--- src/assert_macros.svh ---
// Assertion macros shared by the RTL
`ifndef ASSERT_MACROS_SVH
`define ASSERT_MACROS_SVH
`ifndef SYNTH
`define ASSERT_IMPL(label, clk, rst_n, prop) \
    label: assert property (@(posedge clk) disable iff (!rst_n) prop) \
    else $error("assertion failed");
`define ASSERT_NEVER(label, clk, rst_n, expr) \
    label: assert property (@(posedge clk) disable iff (!rst_n) !(expr)) \
    else $error("forbidden condition");
`else
`define ASSERT_IMPL(label, clk, rst_n, prop)
`define ASSERT_NEVER(label, clk, rst_n, expr)
`endif
`endif

--- src/ttd_pkg.sv ---
`timescale 1ns / 1ps
package ttd_pkg;
    typedef enum logic [2:0] {
        FMT_I4 = 3'd0, FMT_I8 = 3'd1, FMT_IA4 = 3'd2, FMT_IA8 = 3'd3,
        FMT_RGB565 = 3'd4, FMT_RGB5A3 = 3'd5, FMT_RGBA8 = 3'd6, FMT_CMPR = 3'd7
    } t_fmt;

    typedef enum logic [1:0] {
        REG_FMT = 2'd0, REG_WIDTH = 2'd1, REG_HEIGHT = 2'd2
    } t_reg;

    // Classified item handed from front to back
    typedef struct packed {
        t_fmt        fmt;
        logic [7:0]  data;
        logic [7:0]  held;
        logic [5:0]  boff;
        logic [12:0] bx;
        logic [12:0] by;
        logic        done;
    } t_item;

    // 5-bit to 8-bit widening
    // floor(v*255/max) through a reciprocal multiply, exact over the input range
    function automatic logic [7:0] sc5(input logic [4:0] v);
        logic [26:0] t;
        t = 27'(v) * 27'd255 * 27'd8457;
        sc5 = 8'(t >> 18);
    endfunction
    function automatic logic [7:0] sc6(input logic [5:0] v);
        logic [28:0] t;
        t = 29'(v) * 29'd255 * 29'd16645;
        sc6 = 8'(t >> 20);
    endfunction
    function automatic logic [7:0] sc4(input logic [3:0] v);
        sc4 = {v, v};
    endfunction
    function automatic logic [7:0] sc3(input logic [2:0] v);
        logic [24:0] t;
        t = 25'(v) * 25'd255 * 25'd9363;
        sc3 = 8'(t >> 16);
    endfunction
endpackage

--- src/ttd_front.sv ---
`timescale 1ns / 1ps
module ttd_front import ttd_pkg::*; #(
    parameter int MAX_WIDTH  = 1024,
    parameter int MAX_HEIGHT = 1024
) (
    input  logic        i_clk,
    input  logic        i_rst_n,
    input  logic        i_cfg_valid,
    output logic        o_cfg_ready,
    input  logic [1:0]  i_cfg_index,
    input  logic [10:0] i_cfg_data,
    input  logic        i_valid,
    output logic        o_ready,
    input  logic [7:0]  i_in_byte,
    output logic        o_push,
    output t_item       o_item,
    input  logic        i_full
);
    logic [2:0]  r_fmt;
    logic [10:0] r_w, r_h;
    logic [9:0]  r_tcol, r_trow;
    logic [5:0]  r_boff;
    logic [7:0]  r_held;
    logic [10:0] n_tcol, n_trow;
    logic [12:0] w_c, h_c;
    logic [10:0] tiles_x, tiles_y;
    logic [5:0]  boff, tlast;
    logic        acc, tile_end, row_end, img_end, wide_x, tall_y;

    assign o_cfg_ready = 1'b1;
    assign o_ready     = !i_full;
    assign acc         = i_valid && !i_full;

    // Clamp dimensions
    always_comb begin
        if (r_w == '0) w_c = 13'd1;
        else if ({2'b0, r_w} > 13'(MAX_WIDTH)) w_c = 13'(MAX_WIDTH);
        else w_c = {2'b0, r_w};
        if (r_h == '0) h_c = 13'd1;
        else if ({2'b0, r_h} > 13'(MAX_HEIGHT)) h_c = 13'(MAX_HEIGHT);
        else h_c = {2'b0, r_h};
    end

    assign wide_x  = (r_fmt == FMT_I4 || r_fmt == FMT_I8 || r_fmt == FMT_IA4
                      || r_fmt == FMT_CMPR);
    assign tall_y  = (r_fmt == FMT_I4 || r_fmt == FMT_CMPR);
    assign tiles_x = wide_x ? 11'((w_c + 13'd7) >> 3) : 11'((w_c + 13'd3) >> 2);
    assign tiles_y = tall_y ? 11'((h_c + 13'd7) >> 3) : 11'((h_c + 13'd3) >> 2);
    assign tlast   = (r_fmt == FMT_RGBA8) ? 6'd63 : 6'd31;
    assign boff    = (r_fmt != FMT_RGBA8 && r_boff[5]) ? 6'd0 : r_boff;
    assign tile_end = (boff == tlast);
    assign n_tcol  = {1'b0, r_tcol} + 11'd1;
    assign n_trow  = {1'b0, r_trow} + 11'd1;
    assign row_end = n_tcol >= tiles_x;
    assign img_end = tile_end && row_end && (n_trow >= tiles_y);

    // Classify item
    always_comb begin
        o_push      = acc;
        o_item.fmt  = t_fmt'(r_fmt);
        o_item.data = i_in_byte;
        o_item.held = r_held;
        o_item.boff = boff;
        o_item.bx   = wide_x ? {r_tcol, 3'b0} : {1'b0, r_tcol, 2'b0};
        o_item.by   = tall_y ? {r_trow, 3'b0} : {1'b0, r_trow, 2'b0};
        o_item.done = img_end;
    end

    // Advance position, hold config
    always_ff @(posedge i_clk) begin
        if (!i_rst_n) begin
            r_fmt <= FMT_I4; r_w <= 11'd8; r_h <= 11'd8;
            r_tcol <= '0; r_trow <= '0; r_boff <= '0;
        end else if (i_cfg_valid) begin
            unique case (i_cfg_index)
                REG_FMT:    r_fmt <= i_cfg_data[2:0];
                REG_WIDTH:  r_w <= i_cfg_data;
                REG_HEIGHT: r_h <= i_cfg_data;
                default: ;
            endcase
            if (i_cfg_index <= REG_HEIGHT) begin
                r_tcol <= '0; r_trow <= '0; r_boff <= '0;
            end
        end else if (acc) begin
            if (tile_end) begin
                r_boff <= '0;
                if (row_end) begin
                    r_tcol <= '0;
                    r_trow <= (n_trow >= tiles_y) ? '0 : n_trow[9:0];
                end else begin
                    r_tcol <= n_tcol[9:0];
                end
            end else begin
                r_boff <= boff + 6'd1;
            end
        end
    end

    always_ff @(posedge i_clk) begin
        if (acc && !boff[0]) r_held <= i_in_byte;
    end
endmodule

--- src/ttd_fifo.sv ---
`timescale 1ns / 1ps
module ttd_fifo import ttd_pkg::*; (
    input  logic  i_clk,
    input  logic  i_rst_n,
    input  logic  i_push,
    input  t_item i_item,
    output logic  o_full,
    output logic  o_valid,
    output t_item o_item,
    input  logic  i_pop
);
    t_item      r_mem [4];
    logic [1:0] r_wp, r_rp;
    logic [2:0] r_cnt;

    assign o_full  = r_cnt == 3'd4;
    assign o_valid = r_cnt != 3'd0;
    assign o_item  = r_mem[r_rp];

    // Advance pointers
    always_ff @(posedge i_clk) begin
        if (!i_rst_n) begin
            r_wp <= '0; r_rp <= '0; r_cnt <= '0;
        end else begin
            if (i_push) r_wp <= r_wp + 2'd1;
            if (i_pop) r_rp <= r_rp + 2'd1;
            r_cnt <= r_cnt + 3'(i_push) - 3'(i_pop);
        end
    end

    always_ff @(posedge i_clk) begin
        if (i_push) r_mem[r_wp] <= i_item;
    end
endmodule

--- src/ttd_back.sv ---
`timescale 1ns / 1ps
module ttd_back import ttd_pkg::*; #(
    parameter int MAX_WIDTH  = 1024,
    parameter int MAX_HEIGHT = 1024
) (
    input  logic        i_clk,
    input  logic        i_rst_n,
    input  logic [10:0] i_w,
    input  logic [10:0] i_h,
    input  logic        i_valid,
    input  t_item       i_item,
    output logic        o_pop,
    output logic        o_valid,
    input  logic        i_ready,
    output logic [9:0]  o_pix_x,
    output logic [9:0]  o_pix_y,
    output logic [7:0]  o_red,
    output logic [7:0]  o_green,
    output logic [7:0]  o_blue,
    output logic [7:0]  o_alpha,
    output logic        o_last_of_item,
    output logic        o_image_done
);
    logic [15:0] r_ar [16];
    logic [15:0] r_c0, r_c1;
    logic [1:0]  r_sub;
    logic [12:0] w_c, h_c;
    logic [12:0] px [4];
    logic [12:0] py;
    logic [7:0]  pr [4], pg [4], pb [4], pa [4];
    logic [2:0]  cnt;
    logic [3:0]  vis, rem, rest;
    logic [15:0] pxw;
    logic [3:0]  p;
    logic [7:0]  e0 [3], e1 [3];
    logic [9:0]  s2 [3], s1 [3];
    logic [7:0]  m2 [3], m1 [3], mh [3];
    logic        cgt, load, fire;
    logic [1:0]  sel;
    logic [1:0]  idx;

    always_comb begin
        if (i_w == '0) w_c = 13'd1;
        else if ({2'b0, i_w} > 13'(MAX_WIDTH)) w_c = 13'(MAX_WIDTH);
        else w_c = {2'b0, i_w};
        if (i_h == '0) h_c = 13'd1;
        else if ({2'b0, i_h} > 13'(MAX_HEIGHT)) h_c = 13'(MAX_HEIGHT);
        else h_c = {2'b0, i_h};
    end

    // CMPR palette from stored endpoints
    assign cgt = r_c0 > r_c1;
    always_comb begin
        e0[0] = sc5(r_c0[15:11]); e0[1] = sc6(r_c0[10:5]); e0[2] = sc5(r_c0[4:0]);
        e1[0] = sc5(r_c1[15:11]); e1[1] = sc6(r_c1[10:5]); e1[2] = sc5(r_c1[4:0]);
        for (int c = 0; c < 3; c++) begin
            s2[c] = {1'b0, e0[c], 1'b0} + {2'b0, e1[c]};
            s1[c] = {2'b0, e0[c]} + {1'b0, e1[c], 1'b0};
            m2[c] = 8'((19'(s2[c]) * 19'd683) >> 11);
            m1[c] = 8'((19'(s1[c]) * 19'd683) >> 11);
            mh[c] = 8'(({1'b0, e0[c]} + {1'b0, e1[c]}) >> 1);
        end
    end

    // Expand the head item into up to four texels
    always_comb begin
        pxw = {i_item.held, i_item.data};
        p   = i_item.boff[4:1];
        py  = '0;
        sel = '0;
        idx = '0;
        for (int k = 0; k < 4; k++) begin
            px[k] = '0; pr[k] = '0; pg[k] = '0; pb[k] = '0; pa[k] = 8'hFF;
        end
        cnt = 3'd0;
        unique case (i_item.fmt)
            FMT_I4: begin
                cnt = 3'd2;
                py  = i_item.by + 13'(i_item.boff[5:2]);
                px[0] = i_item.bx + {10'd0, i_item.boff[1:0], 1'b0};
                px[1] = px[0] + 13'd1;
                pr[0] = sc4(i_item.data[7:4]); pr[1] = sc4(i_item.data[3:0]);
                pg[0] = pr[0]; pb[0] = pr[0]; pg[1] = pr[1]; pb[1] = pr[1];
            end
            FMT_I8, FMT_IA4: begin
                cnt = 3'd1;
                py  = i_item.by + 13'(i_item.boff[5:3]);
                px[0] = i_item.bx + 13'(i_item.boff[2:0]);
                if (i_item.fmt == FMT_I8) begin
                    pr[0] = i_item.data;
                end else begin
                    pr[0] = sc4(i_item.data[3:0]); pa[0] = sc4(i_item.data[7:4]);
                end
                pg[0] = pr[0]; pb[0] = pr[0];
            end
            FMT_IA8, FMT_RGB565, FMT_RGB5A3, FMT_RGBA8: begin
                cnt = i_item.boff[0] ? 3'd1 : 3'd0;
                if (i_item.fmt == FMT_RGBA8 && !i_item.boff[5]) cnt = 3'd0;
                py  = i_item.by + 13'(p[3:2]);
                px[0] = i_item.bx + 13'(p[1:0]);
                if (i_item.fmt == FMT_IA8) begin
                    pr[0] = i_item.data; pg[0] = i_item.data; pb[0] = i_item.data;
                    pa[0] = i_item.held;
                end else if (i_item.fmt == FMT_RGB565) begin
                    pr[0] = sc5(pxw[15:11]); pg[0] = sc6(pxw[10:5]); pb[0] = sc5(pxw[4:0]);
                end else if (i_item.fmt == FMT_RGB5A3) begin
                    if (pxw[15]) begin
                        pr[0] = sc5(pxw[14:10]); pg[0] = sc5(pxw[9:5]);
                        pb[0] = sc5(pxw[4:0]);
                    end else begin
                        pr[0] = sc4(pxw[11:8]); pg[0] = sc4(pxw[7:4]);
                        pb[0] = sc4(pxw[3:0]); pa[0] = sc3(pxw[14:12]);
                    end
                end else begin
                    pr[0] = r_ar[p][7:0]; pg[0] = i_item.held; pb[0] = i_item.data;
                    pa[0] = r_ar[p][15:8];
                end
            end
            default: begin
                cnt = i_item.boff[2] ? 3'd4 : 3'd0;
                py  = i_item.by + {10'd0, i_item.boff[4], i_item.boff[1:0]};
                for (int k = 0; k < 4; k++) begin
                    px[k] = i_item.bx + {10'd0, i_item.boff[3], 2'(k)};
                    sel = 2'(i_item.data >> (6 - 2 * k));
                    for (int c = 0; c < 3; c++) begin
                        unique case (sel)
                            2'd0: idx = 2'd0;
                            default: idx = sel;
                        endcase
                    end
                    unique case (idx)
                        2'd0: begin pr[k] = e0[0]; pg[k] = e0[1]; pb[k] = e0[2]; end
                        2'd1: begin pr[k] = e1[0]; pg[k] = e1[1]; pb[k] = e1[2]; end
                        2'd2: begin
                            pr[k] = cgt ? m2[0] : mh[0];
                            pg[k] = cgt ? m2[1] : mh[1];
                            pb[k] = cgt ? m2[2] : mh[2];
                        end
                        default: begin
                            pr[k] = cgt ? m1[0] : 8'd0;
                            pg[k] = cgt ? m1[1] : 8'd0;
                            pb[k] = cgt ? m1[2] : 8'd0;
                            pa[k] = cgt ? 8'hFF : 8'd0;
                        end
                    endcase
                end
            end
        endcase
        for (int k = 0; k < 4; k++)
            vis[k] = (3'(k) < cnt) && (px[k] < w_c) && (py < h_c);
    end

    // Texels of the head item still to emit
    assign rem  = vis & ~{r_sub > 2'd3, r_sub > 2'd2, r_sub > 2'd1, r_sub > 2'd0};
    logic [1:0] first;
    always_comb begin
        first = 2'd0;
        priority if (rem[0]) first = 2'd0;
        else if (rem[1]) first = 2'd1;
        else if (rem[2]) first = 2'd2;
        else first = 2'd3;
        rest = rem & ~(4'd1 << first);
    end

    assign load  = !o_valid || i_ready;
    assign fire  = i_valid && load;
    assign o_pop = i_valid && load && (rest == '0);

    // Output register and sub-texel counter
    always_ff @(posedge i_clk) begin
        if (!i_rst_n) begin
            o_valid <= 1'b0; r_sub <= '0;
        end else if (load) begin
            o_valid <= fire && (rem != '0);
            if (fire) r_sub <= (rest == '0) ? 2'd0 : first + 2'd1;
        end
    end

    always_ff @(posedge i_clk) begin
        if (fire) begin
            o_pix_x <= px[first][9:0]; o_pix_y <= py[9:0];
            o_red <= pr[first]; o_green <= pg[first]; o_blue <= pb[first];
            o_alpha <= pa[first];
            o_last_of_item <= rest == '0;
            o_image_done <= i_item.done;
        end
    end

    // Capture RGBA8 AR half and CMPR endpoints
    always_ff @(posedge i_clk) begin
        if (o_pop && i_item.boff[0]) begin
            if (i_item.fmt == FMT_RGBA8 && !i_item.boff[5]) r_ar[p] <= pxw;
            if (i_item.fmt == FMT_CMPR && !i_item.boff[2]) begin
                if (i_item.boff[1]) r_c1 <= pxw;
                else r_c0 <= pxw;
            end
        end
    end
endmodule

--- src/tiled_texture_decoder.sv ---
`timescale 1ns / 1ps
// Tiled texture decoder: bytes in stored order, RGBA8888 texels with x/y out
// in tile order. A byte leaves zero to four texels, one per cycle from the
// output register while the consumer is ready (I4 two, CMPR index row four);
// the expansion stage sets how many. A four-deep queue decouples the byte
// counter from the texel stage.
`include "assert_macros.svh"
module tiled_texture_decoder import ttd_pkg::*; #(
    parameter int MAX_WIDTH  = 1024,
    parameter int MAX_HEIGHT = 1024
) (
    input  logic        i_clk,
    input  logic        i_rst_n,
    input  logic        i_cfg_valid,
    output logic        o_cfg_ready,
    input  logic [1:0]  i_cfg_index,
    input  logic [10:0] i_cfg_data,
    input  logic        i_valid,
    output logic        o_ready,
    input  logic [7:0]  i_in_byte,
    output logic        o_valid,
    input  logic        i_ready,
    output logic [9:0]  o_pix_x,
    output logic [9:0]  o_pix_y,
    output logic [7:0]  o_red,
    output logic [7:0]  o_green,
    output logic [7:0]  o_blue,
    output logic [7:0]  o_alpha,
    output logic        o_last_of_item,
    output logic        o_image_done
);
    t_item       f_item, q_item;
    logic        push, full, q_valid, pop;
    logic [10:0] r_w, r_h;

    ttd_front #(.MAX_WIDTH(MAX_WIDTH), .MAX_HEIGHT(MAX_HEIGHT)) u_front (
        .i_clk, .i_rst_n, .i_cfg_valid, .o_cfg_ready, .i_cfg_index, .i_cfg_data,
        .i_valid, .o_ready, .i_in_byte, .o_push(push), .o_item(f_item),
        .i_full(full)
    );

    ttd_fifo u_fifo (
        .i_clk, .i_rst_n, .i_push(push), .i_item(f_item), .o_full(full),
        .o_valid(q_valid), .o_item(q_item), .i_pop(pop)
    );

    // Track dimensions for the visibility test
    always_ff @(posedge i_clk) begin
        if (!i_rst_n) begin
            r_w <= 11'd8; r_h <= 11'd8;
        end else if (i_cfg_valid) begin
            if (i_cfg_index == REG_WIDTH) r_w <= i_cfg_data;
            if (i_cfg_index == REG_HEIGHT) r_h <= i_cfg_data;
        end
    end

    ttd_back #(.MAX_WIDTH(MAX_WIDTH), .MAX_HEIGHT(MAX_HEIGHT)) u_back (
        .i_clk, .i_rst_n, .i_w(r_w), .i_h(r_h), .i_valid(q_valid),
        .i_item(q_item), .o_pop(pop), .o_valid, .i_ready, .o_pix_x, .o_pix_y,
        .o_red, .o_green, .o_blue, .o_alpha, .o_last_of_item, .o_image_done
    );

    `ASSERT_NEVER(a_no_push_full, i_clk, i_rst_n, push && full)
    `ASSERT_NEVER(a_no_pop_empty, i_clk, i_rst_n, pop && !q_valid)
    `ASSERT_IMPL(a_hold_stall, i_clk, i_rst_n, (o_valid && !i_ready) |=> o_valid)
endmodule
--- config.mk ---
export PLATFORM = sky130hd
export DESIGN_NAME = tiled_texture_decoder
export DESIGN_NICKNAME = d
export VERILOG_FILES = /design/src/ttd_pkg.sv /design/src/ttd_front.sv /design/src/ttd_fifo.sv /design/src/ttd_back.sv /design/src/tiled_texture_decoder.sv
export VERILOG_INCLUDE_DIRS = /design/src /design/src/src
export SDC_FILE = /design/constraint.sdc
export NUM_CORES = 2
export LEC_CHECK = 0
export ABC_CLOCK_PERIOD_IN_PS = 41400
export BUFFER_PORTS_ARGS = -buffer_cell sky130_fd_sc_hd__buf_2
export CAP_MARGIN = 25
export CORE_MARGIN = 5
export CORE_UTILIZATION = 40
export DETAILED_ROUTE_END_ITERATION = 12
export SYNTH_ARGS = -nofsm -noshare
export SYNTH_HDL_FRONTEND = slang
export SYNTH_SLANG_ARGS = --single-unit
export TNS_END_PERCENT = 10
--- constraint.sdc ---
create_clock -name i_clk -period 41.4 [get_ports i_clk]
set_input_delay 6.21 -clock i_clk [delete_from_list [all_inputs] [get_ports i_clk]]
set_output_delay 6.21 -clock i_clk [all_outputs]
set_load 0.05 [all_outputs]
Word-level counts from Yosys, hierarchy flattened
Memory sizes are Yosys's and may differ from the RTL's. A register that Yosys moved wholly into a read port is not among the register bits.
Index checks and enable logic that the tools add are counted.
{"block": "totals", "input_bits": 26, "memories": 2, "mem_bits_rw": 464, "word_cells": 322, "regBits": 155}
{"memory": "u_back.r_ar", "words": 16, "width": 16, "rd": 1, "rd_ports_with_merged_regs": 0, "wr": 1, "line": "ttd_back.sv:24", "source": "logic [15:0] r_ar [16];"}
{"memory": "u_fifo.r_mem", "words": 4, "width": 52, "rd": 1, "rd_ports_with_merged_regs": 1, "wr": 1, "line": "ttd_fifo.sv:12", "source": "t_item r_mem [4];"}
{"block": "op_classes", "n_bitwise": 6, "reduce_logical": 65, "n_mul": 30, "muxes": 118, "n_eq_ne": 25, "n_shift": 1, "addsub": 33, "magnitude_cmp": 20}
{"op": "$pmux 8 s3", "n": 16}
{"op": "$mux 8", "n": 37}
{"op": "$mul 13x14->26 const B", "n": 8}
{"op": "$mux 10", "n": 12}
{"op": "$mul 10x10->19 const B", "n": 6}
{"op": "$add 13x3->13", "n": 8}
{"op": "$mul 5x8->13 const B", "n": 8}
{"op": "$mul 14x15->28 const B", "n": 3}
{"op": "$pmux 13 s3", "n": 2}
{"op": "$lt 13x13->1", "n": 5}
{"op": "$bmux 8 s2", "n": 4}
{"op": "$mux 11", "n": 5}
{"op": "$mux 16", "n": 3}
{"op": "$pmux 8 s2", "n": 3}
{"op": "$mul 6x8->14 const B", "n": 3}
{"op": "$mux 13", "n": 3}
{"op": "$mux 6", "n": 6}
{"op": "$add 8x9->10", "n": 3}
{"op": "$add 9x8->10", "n": 3}
{"op": "$add 8x8->9", "n": 3}
{"op": "$add 13x2->13", "n": 2}
{"op": "$add 13x2->13 const B", "n": 2}
{"op": "$add 13x3->13 const B", "n": 2}
{"op": "$bmux 13 s2", "n": 1}
{"op": "56 further kinds", "n": 150}

Logic depth before layout (Yosys ltp)
{"block": "depth", "depth_word": 19, "mapped_depth": 62}

Modules after synthesis
From an unflattened synthesis, not the netlist that was laid out.
{"block": "unflattened", "hier_cells": 7182, "area_unflattened_um2": 73649.4}
{"mod": "ttd_back", "area_per_inst_um2": 60105.1, "cells_per_inst": 6169, "instances": 1}
{"mod": "ttd_fifo", "area_per_inst_um2": 8008.9, "cells_per_inst": 315, "instances": 1}
{"mod": "ttd_front", "area_per_inst_um2": 4689.5, "cells_per_inst": 613, "instances": 1}
{"mod": "tiled_texture_decoder", "area_per_inst_um2": 845.8, "cells_per_inst": 85, "instances": 1}

Least setup slack after synthesis
No wires, ideal clock.
{"block": "synth_path", "path_type": "register to register", "from": "register u_back.r_c0[5]", "to": "register u_back.o_green[6], data pin", "path_stages_with_launch": 57, "arrival_time_ns": 13.789, "required_ns": 41.265, "setup_time_ns": 0.135, "n_path_buf": 0, "path_slack_ns": 27.476, "synth_period_minus_slack_ns": 13.924, "cell_sequence": "edfxtp_1 inv_1 fa_1 inv_1 fa_1 fa_1 ha_1 a21oi_1 nor2b_1 or4b_1 and3_1 nor3_2 inv_1 ha_1 xor2_1 ha_1 inv_1 fa_1 [... 21 more ...] fa_1 fa_1 inv_1 fa_1 inv_1 ha_1 a21o_1 a21o_1 a21o_1 o41ai_1 o21ai_0 xor2_1 nand2_1 o2bb2ai_1 a311o_4 a21oi_1 or4_1 nand3_1"}
{"block": "synth_via", "elab_chain_len": 10, "elab_cells_between_ends": 20, "cone_classes": "add/sub (3); mul (4); order compare (1); mux (12)"}
{"element": "start: declaration", "line": "ttd_back.sv:25", "source": "logic [15:0] r_c0, r_c1;"}
{"element": "start signal: assignment", "line": "ttd_back.sv:195", "source": "else r_c0 <= pxw;"}
{"element": "$mul 6x8->14", "line": "ttd_pkg.sv:32", "source": "t = 29'(v) * 29'd255 * 29'd16645;"}
{"element": "$mul 14x15->28", "line": "ttd_pkg.sv:32"}
{"element": "$add 8x9->10 or $add 9x8->10 (tied branches)", "line": "ttd_back.sv:58, ttd_back.sv:57"}
{"element": "$mul 10x10->19 (on tied branches)", "line": "ttd_back.sv:60, ttd_back.sv:59"}
{"element": "$mux 8 (on tied branches)", "line": "ttd_back.sv:141, ttd_back.sv:136"}
{"element": "$pmux 8 s3", "line": "ttd_back.sv:131", "source": "unique case (idx)"}
{"element": "$pmux 8 s3, or another cell as far along", "line": "ttd_back.sv:76", "source": "unique case (i_item.fmt)"}
{"element": "$bmux 8 s2 (*)", "line": "ttd_back.sv:182", "source": "o_red <= pr[first]; o_green <= pg[first]; o_blue <= pb[first];"}
{"element": "$mux 8 (not written as such) (*) (2 in a row)", "line": "ttd_back.sv:182"}
{"element": "end signal: assignment", "line": "ttd_back.sv:182"}
{"element": "end: declaration", "line": "ttd_back.sv:18", "source": "output logic [7:0] o_green,"}
Every way passes the cells marked *; elsewhere a longest branch is shown, timed or not. The select of a mux whose other input is x is not followed.
A chain may end at the register's enable or synchronous reset.

Worst setup path in the final report
{"block": "layout_path", "from": "register u_back.r_c1[14]", "to": "register u_back.o_red[6], data pin"}
{"block": "layout_via", "elab_chain_len": 10, "elab_cells_between_ends": 20, "cone_classes": "add/sub (3); mul (4); order compare (1); mux (12)"}
{"element": "start: declaration", "line": "ttd_back.sv:25"}
{"element": "start signal: assignment", "line": "ttd_back.sv:194", "source": "if (i_item.boff[1]) r_c1 <= pxw;"}
{"element": "$mul 5x8->13", "line": "ttd_pkg.sv:27", "source": "t = 27'(v) * 27'd255 * 27'd8457;"}
{"element": "$mul 13x14->26", "line": "ttd_pkg.sv:27"}
{"element": "$add 8x9->10 or $add 9x8->10 (tied branches)", "line": "ttd_back.sv:58, ttd_back.sv:57"}
{"element": "$mul 10x10->19 (on tied branches)", "line": "ttd_back.sv:60, ttd_back.sv:59"}
{"element": "$mux 8 (on tied branches)", "line": "ttd_back.sv:140, ttd_back.sv:135"}
{"element": "$pmux 8 s3", "line": "ttd_back.sv:131"}
{"element": "$pmux 8 s3, or another cell as far along", "line": "ttd_back.sv:76"}
{"element": "$bmux 8 s2 (*)", "line": "ttd_back.sv:182"}
{"element": "$mux 8 (not written as such) (*) (2 in a row)", "line": "ttd_back.sv:182"}
{"element": "end signal: assignment", "line": "ttd_back.sv:182"}
{"element": "end: declaration", "line": "ttd_back.sv:17", "source": "output logic [7:0] o_red,"}
Marked as above.

==> qor.yml <==
run_status:
  status: "finished clean"
setup_path:
  worstPathRequired_ps: 41770
  crit_path_end_kind: "flop"
  path_buf_inv: 9
  critical_path_class: "flop to flop"
  slowest_stage: "a21oi_1"
  cp-start-kind: "flop"
  cpMostUsedCell: "inv_1"
  critical-path-top-delay-family: "adder cells"
  max_stage_delay_ps: 750
  arrival_ps: 16220
  worstPathMaxFanout: 7
drt:
  drtPass1Iterations: 6
  vias: 53300
  wirelength_um: 202000
  wl_per_cell_um: 21.6
  avgViaCountPerCell: 5.69
  ant_nets: 0
  drc_errors: 0
  drt_iter0_drc: 4402
clock_tree:
  post_cts_buffers: 0
  numCtsBuffers: 70
  clock-sinks: 605
  insertion_delay_ps: 700
  cts_root_buffer: "clkbuf_16"
  postCtsHoldBufs: 0
  clk_pin_slew_ps: 80
  htree_num_levels: 3
  post_cts_resized: 0
  clock_path_buffers: 3
  cts_tree: "yes"
yosys:
  syn_area_sq_um: 70700
  netlist.area_leader.share: 0.262
  synthFlopType: "edfxtp_1"
  yosys.cell_count.top_type: "ha_1"
  synth_largest_area_cell: "ha_1"
  synth_seq_area_share: 0.248
  yosys_warnings: 0
  synth_edf_count: 542
  synthTopCellsByArea: "ha_1 (26%), edfxtp_1 (23%), fa_1 (11%)"
  syn_avg_cell_area_sq_um: 10.3
  ys_types: 118
  async_reset_ff_frac: 0
  syn_inst: 6886
  synth_commonest_cells: "ha_1 (1477), inv_1 (842), edfxtp_1 (542)"
  synth-seq-cells: 605
place:
  gp_congestion: 0.920
  io_buffers: 81
  postPlaceCellArea_sq_um: 74000
  hpwl_um: 157000
global_routing:
  grt_max_degree: 65
  antenna_found_initial: 9
  grt_overflow_total: 0
  grt_pass1_vias: 53900
  track_usage: 0.213
  grt_first_pass_wirelength_um: 312000
layout:
  post-route-util: 0.435
  final_area_sq_um: 76400
  nNetsFinal: 8839
  area_delta_synth_final_pct: 8.17
  drive_above_1_share: 0.0744
sta:
  max_freq_mhz: 63.1
  finalHoldViolCount: 0
  tns_ps: 0
  setup_viol: 0
  fin_skew_ps: 70.8
  fin_crit_ps: 15840
  slew_headroom: 0.265
  rsz0062_at_grt: "no"
  slew_viol_final: 0
  min_period_over_period: 0.383
  hold-worst-slack_ps: 499
  tightest_slew_ps: 1090
floorplan:
  rows: 154
  die_y_um: 430
  die_area_sq_um: 185000
  start_util: 0.402
  coreArea_sq_um: 176000
  die_w_um: 430
  ios: 83
min_path:
  hold_class: "flop to flop"
flow_run:
  drv_cap: 0
## worst paths after layout
path	startpoint	end	slack (ps)	depth (start not counted)
setup reg to reg	u_back.r_c1[14]$_DFFE_PP_	u_back.o_red[6]$_DFFE_PP_	25560	56
hold / removal	u_front.r_held[4]$_DFFE_PP_	u_fifo.r_mem[2][37]$_DFFE_PP_	500	0
hold reg to reg	u_front.r_held[4]$_DFFE_PP_	u_fifo.r_mem[2][37]$_DFFE_PP_	500	0
setup / recovery	u_back.r_c1[14]$_DFFE_PP_	u_back.o_red[6]$_DFFE_PP_	25560	56
## logic make-up (layout without fill, tap and decap cells)
family	Yosys count	in the layout	synth area share
adder cells (fa/ha/maj)	1851	1851	0.367
AO/OA/AOI/OAI	1458	1458	0.137
AND/OR/NAND/NOR	1361	1361	0.0935
buffers and inverters	1030	1162	0.0565
flip-flops	605	605	0.248
XOR/XNOR	379	379	0.0475
multiplexers	201	201	0.0504
other	1	4	0.0000531
## metrics by stage
| step | cells | setup WS [ps] |
|---|---|---|
| floorplan | 6888 | 27480 |
| global placement | 9229 | 26020 |
| detailed placement | 9231 | 25700 |
| CTS | 9359 | 25610 |
| global route | 9360 | 24510 |
| finish | 9361 | 25560 |
## area by class of cell
cell class | instances | area [sq um]
multi-input cells | 5253 | 49200
clock buffers | 84 | 1840
clock inverters | 44 | 567
inverters | 851 | 3200
fillers | 16600 | 99500
flip-flops and latches | 605 | 17500
diodes | 1 | 2.50
repair buffers | 183 | 1170
well taps | 2340 | 2930
## flip-flops by register name, summed over array words and instances, names as in the netlist, 11 cells and up, named ones only
name / flops
u_back.r_c1: 16
u_front.r_h: 11
u_back.r_ar: 256
u_back.r_c0: 16
u_front.r_w: 11
u_fifo.r_mem: 192
## cell usage in the layout, fill, tap and decap left out, types with 120 or more instances in the layout
master    count
ha_1       1477
fa_1        372
nand2_1     443
nor2_1      279
a21o_1      133
o21ai_0     252
mux4_2      120
inv_1       841
xor2_1      133
xnor2_1     242
a21oi_1     426
edfxtp_1    542
## routing by layer
layer	wire length, um	vias up	track usage
met3	12800	419	0.0307
met5	45	-	0
li1	-	25100	-
met2	96300	1733	0.366
met4	8810	6	0.0822
met1	84500	26000	0.272
Power is not shown: default switching activity piles up to over one toggle a cycle in this logic, so the estimate is an artifact.
